`config.mk`:
```
export PLATFORM = sky130hd
export DESIGN_NAME = pls_cell
export DESIGN_NICKNAME = d
export VERILOG_FILES = /design/src/rtl/positional_list_store_defines.svh /design/src/rtl/pls_pkg.sv /design/src/rtl/pls_cell.sv
export SDC_FILE = /design/constraint.sdc
export NUM_CORES = 1
export LEC_CHECK = 0
export BUFFER_PORTS_ARGS = -buffer_cell sky130_fd_sc_hd__buf_2
export CELL_PAD_IN_SITES_DETAIL_PLACEMENT = 1
export CELL_PAD_IN_SITES_GLOBAL_PLACEMENT = 1
export CORE_MARGIN = 5
export CORE_UTILIZATION = 31
export CTS_CLUSTER_DIAMETER = 100
export DETAILED_ROUTE_END_ITERATION = 10
export GPL_ROUTABILITY_DRIVEN = 0
export PLACE_DENSITY = 0.93
export REMOVE_ABC_BUFFERS = 1
export SLEW_MARGIN = 20
export SYNTH_ARGS = -nofsm -noshare
export SYNTH_HDL_FRONTEND = slang
export SYNTH_SLANG_ARGS = --single-unit
```
`constraint.sdc`:
```
create_clock -name clk -period 7.3 [get_ports clk]
set_clock_uncertainty 0.2 [all_clocks]
set_input_delay 0.73 -clock clk [delete_from_list [all_inputs] [get_ports clk]]
set_output_delay 0.73 -clock clk [all_outputs]
set_load 0.005 [all_outputs]
```
`src/rtl/positional_list_store_defines.svh`:
```
// ----------------------------------------------------------------------------
// Positional list store assertion macros
// Concurrent assertion wrappers; empty bodies when SYNTH is defined.
// They expect clk and rst in the scope of the use.
// ----------------------------------------------------------------------------
`ifndef POSITIONAL_LIST_STORE_DEFINES_SVH
`define POSITIONAL_LIST_STORE_DEFINES_SVH

`ifndef SYNTH
// Same-cycle implication
`define PLS_ASSERT(label, ante, cons) \
  label: assert property (@(posedge clk) disable iff (rst) (ante) |-> (cons)) \
    else $error("positional list store assertion failed");
// Next-cycle implication
`define PLS_ASSERT_NEXT(label, ante, cons) \
  label: assert property (@(posedge clk) disable iff (rst) (ante) |=> (cons)) \
    else $error("positional list store assertion failed");
`else
`define PLS_ASSERT(label, ante, cons)
`define PLS_ASSERT_NEXT(label, ante, cons)
`endif

`endif

```
`src/rtl/pls_pkg.sv`:
```
// ----------------------------------------------------------------------------
// Positional list store package
// Sizes, operation and status codes, and the cell control bundle.
// ----------------------------------------------------------------------------
package pls_pkg;

  localparam int CAPACITY = 64;
  localparam int IDX_W    = $clog2(CAPACITY);
  localparam int LEN_W    = $clog2(CAPACITY + 1);
  localparam int POS_W    = 7;
  localparam int CMP_W    = ((LEN_W > POS_W) ? LEN_W : POS_W) + 1;

  typedef enum logic [2:0] {
    OP_READOUT   = 3'd0,
    OP_INS_FRONT = 3'd1,
    OP_INS_BACK  = 3'd2,
    OP_INS_AT    = 3'd3,
    OP_DEL_FRONT = 3'd4,
    OP_DEL_BACK  = 3'd5,
    OP_DEL_AT    = 3'd6
  } op_t;

  typedef enum logic [1:0] {
    ST_OK    = 2'd0,
    ST_EMPTY = 2'd1,
    ST_RANGE = 2'd2,
    ST_FULL  = 2'd3
  } status_t;

  typedef enum logic [1:0] {
    MODE_HOLD,
    MODE_INSERT,
    MODE_DELETE,
    MODE_ROTATE
  } mode_t;

  // Broadcast from the controller to every cell
  typedef struct packed {
    mode_t              mode;
    logic [IDX_W-1:0]   point;
    logic [IDX_W-1:0]   last_idx;
    logic signed [31:0] value;
  } ctrl_t;

endpackage

```
`src/rtl/pls_cell.sv`:
```
// ----------------------------------------------------------------------------
// Positional list store cell
// Holds one list entry; takes from a neighbor, the new value or the front cell on insert, delete or rotate.
// ----------------------------------------------------------------------------
module pls_cell (
  input  logic                      clk,
  input  logic [pls_pkg::IDX_W-1:0] idx,
  input  pls_pkg::ctrl_t            ctrl,
  input  logic signed [31:0]        left_data,
  input  logic signed [31:0]        right_data,
  input  logic signed [31:0]        front_data,
  output logic signed [31:0]        data
);
  import pls_pkg::*;

  logic signed [31:0] data_next;

  // Pick the new entry from the broadcast command
  always_comb begin
    data_next = data;
    unique case (ctrl.mode)
      MODE_HOLD: data_next = data;
      MODE_INSERT: begin
        if (idx > ctrl.point) begin
          data_next = left_data;
        end else if (idx == ctrl.point) begin
          data_next = ctrl.value;
        end
      end
      MODE_DELETE: begin
        if (idx >= ctrl.point) begin
          data_next = right_data;
        end
      end
      MODE_ROTATE: data_next = (idx == ctrl.last_idx) ? front_data : right_data;
      default: data_next = data;
    endcase
  end

  always_ff @(posedge clk) begin
    data <= data_next;
  end

endmodule

```
==> impl_results.md <==
* Max Freq at 350 MHz
* Port bufs at 180
* Worst path arrival time at 2.68 ns
* CORE AREA at 0.00765 sq mm
* FF/Latch Area at 961 sq um
* Post-synthesis sequential area ratio at 39.8%
* CTS sink cnt at 32
* Synth top area share at 39.8%
* RSZ-0062 raised after global routing: no
* Initial Utilization at 31.6%
* Finish-stage setup viols at 0
* Finished Layout Cells at 492
* Row count at 32
* Max FO, Critical Path at 31
* Post-synth top area cell: edfxtp_1
* Area occupied by multi-input gates at 0.00134 sq mm
* Ports at 181
* Die area at 0.00966 sq mm
* Leak pwr at 0.00151 uW
* Setup Buffers After CTS at 0
* Initial drt markers at 49
* Synthesized area at 0.00242 sq mm
* Status: completed
* Largest regs: data: 32 flops
* Fin Setup TNS at 0 ns
* Crit path time final at 2.86 ns
* Worst VDD drop at 0.0747 mV
* Final period util at 39.1%
* Vias in the first global route at 2730
* Gr ovfl total at 0
* Setup CP Type: input port to register
* Gr usage total at 16.8%
* CP Capture Point: data[13]
* Post-synth ARST share at 0%
* Largest reg by FF count: data
* Most frequent cell after synthesis: nor2b_1
* Dpl ws at 4.00 ns
* Filler instances at 913
* Initial antenna violation count at 0
* Wire per inst at 17.1 um
* Sequential power share at 42.7%
* Vias/cell at 4.85
* Max reg flops at 32
* Top cells by area, synth: edfxtp_1, nor2b_1, o221a_2, mux2i_1, ha_1
* Worst setup margin at 4.44 ns
* Pin count of the biggest net entering global routing at 68
* Crit path depth at 7
* P_sw at 158 uW
* Clock Path Buffers at 2
* Post-synth EDFFs at 32
* Clk slew on worst S/H paths at 0.07 ns
* Maxcap violations at 0
* Die Y at 98.3 um
* Most used DFF post-synth: edfxtp_1
* Slowest CP cell: or3_2
* Slowest cell delay on critical path at 0.73 ns
* CTS Hold Buffers Added at 0
* Synthesized flop and latch total at 32
* Vias after detailed routing at 2384
* Antenna cell count at 0
* CTS resizes at 0
* Nature of the critical path startpoint: input port
* Placed cells at 484
* Core Util, Final at 45.6%
* Power Internal at 435 uW
* Htree depth at 2
* Most instantiated cells after synthesis: nor2b_1, edfxtp_1, mux2i_1
* CP endpoint kind: register
* Area Growth Syn to Fin at 44.4%
* Worst Tran Pin Value at 0.842 ns
* Fin. Hold Viols at 0
* Num CTS Buffers at 5
* Share of cells above drive strength 1 at 57.4%
* Pwr dens at 170 mW/mm^2
* Root buf cell: clkbuf_8
* Antenna Nets Post-Route at 0
* Sw Share at 26.6%
* CP required at 7.13 ns
* Total wire length at 8410 um
* CP cell instances: buf_2, ha_1, nand3_1, a21oi_2, nor2_1, or3_2, o221a_2
* Avg Cell Area, Syn at 11.2 sq um
* TritonRoute pass-1 iters at 4
* Final slew viol count at 0
* Mapped Cells at 215
* Nets@finish at 544
* Final HPWL DP at 6780 um
* Critical Path Start: idx[5]
* Worst hold path class: input port to register
* Comb pwr share at 29.0%
* Synth unique cells at 28
* WP buf/inv at 1
* DRC errors left at 0
* Crit-path leading delay family: simple AND/OR/NAND/NOR gates
* Hold Crit Start: left_data[14]
* Yosys warns at 0
* CTS tree: done
* Clock power share at 28.4%
* First-pass GRT wire length at 13200 um
* Die extent in x at 98.3 um
* Max transition margin at 43.9%
==> cells in the final DEF, fill, tap and decap left out, types with 3 or more instances in the layout <==
master	netlist	final
xnor2_1	3	3
ha_1	6	6
nor2b_1	62	62
mux2i_1	32	32
o221a_2	30	30
nand3_1	3	3
inv_1	6	6
clkbuf_8	0	5
a21oi_1	3	3
buf_2	6	180
buf_4	1	4
edfxtp_1	32	32
xor2_1	3	3
==> power groups by stage <==
stage               clock network, uW  logic (uW)  registers (uW)
CTS                               173         174             254
finish                            168         172             253
detailed placement                  0         174             258
global placement                    0         166             256
floorplan                           0        67.4             263
global route                      182         189             257
==> layout make-up <==
cell class / count / area share, %
repair buffers: 184 / 26.7
flip-flops and latches: 32 / 27.5
multi-input cells: 160 / 38.4
inverters: 6 / 0.645
clock inverters: 3 / 1.08
clock buffers: 5 / 1.97
well taps: 102 / 3.66
==> per-layer routing <==
layer  up-vias  track usage (%)  wire [um]
met5         -                0          0
met4         0             4.10        110
met3         6             3.57        563
met2       107             32.9       4580
met1      1111             18.1       3160
li1       1160                -          -
==> metrics by stage <==
step	total power [uW]	hold slack (ns)	instance area (sq um)
2_1_floorplan	330	0.738	2320
3_3_place_gp	423	0.866	3380
3_5_place_dp	432	0.875	3380
4_1_cts	601	0.575	3490
5_1_grt	628	0.569	3490
6_report	592	0.588	3490
==> worst min-delay path by stage <==
stage / end / slack [ns] / depth (start not counted)
final: data[14] / 0.59 / 2
after detailed placement: data[0] / 0.88 / 2
after CTS: data[0] / 0.58 / 2
after floorplan: data[15] / 0.74 / 1
after global routing: data[0] / 0.57 / 2
after global placement: data[22] / 0.87 / 2
==> logic make-up (layout without fill, tap and decap cells) <==
logic type / Yosys count / in the layout / share of synthesized area [%]
buffers and inverters: 23 / 198 / 4.97
and+or+nand+nor: 75 / 75 / 19.6
adders and majority gates: 6 / 6 / 3.11
xor gates and xnor gates: 6 / 6 / 2.17
DFF: 32 / 32 / 39.8
muxes: 32 / 32 / 13.3
AOI/OAI and AO/OA: 41 / 41 / 17.1
No activity file was read; power rests on OpenSTA's default activity.
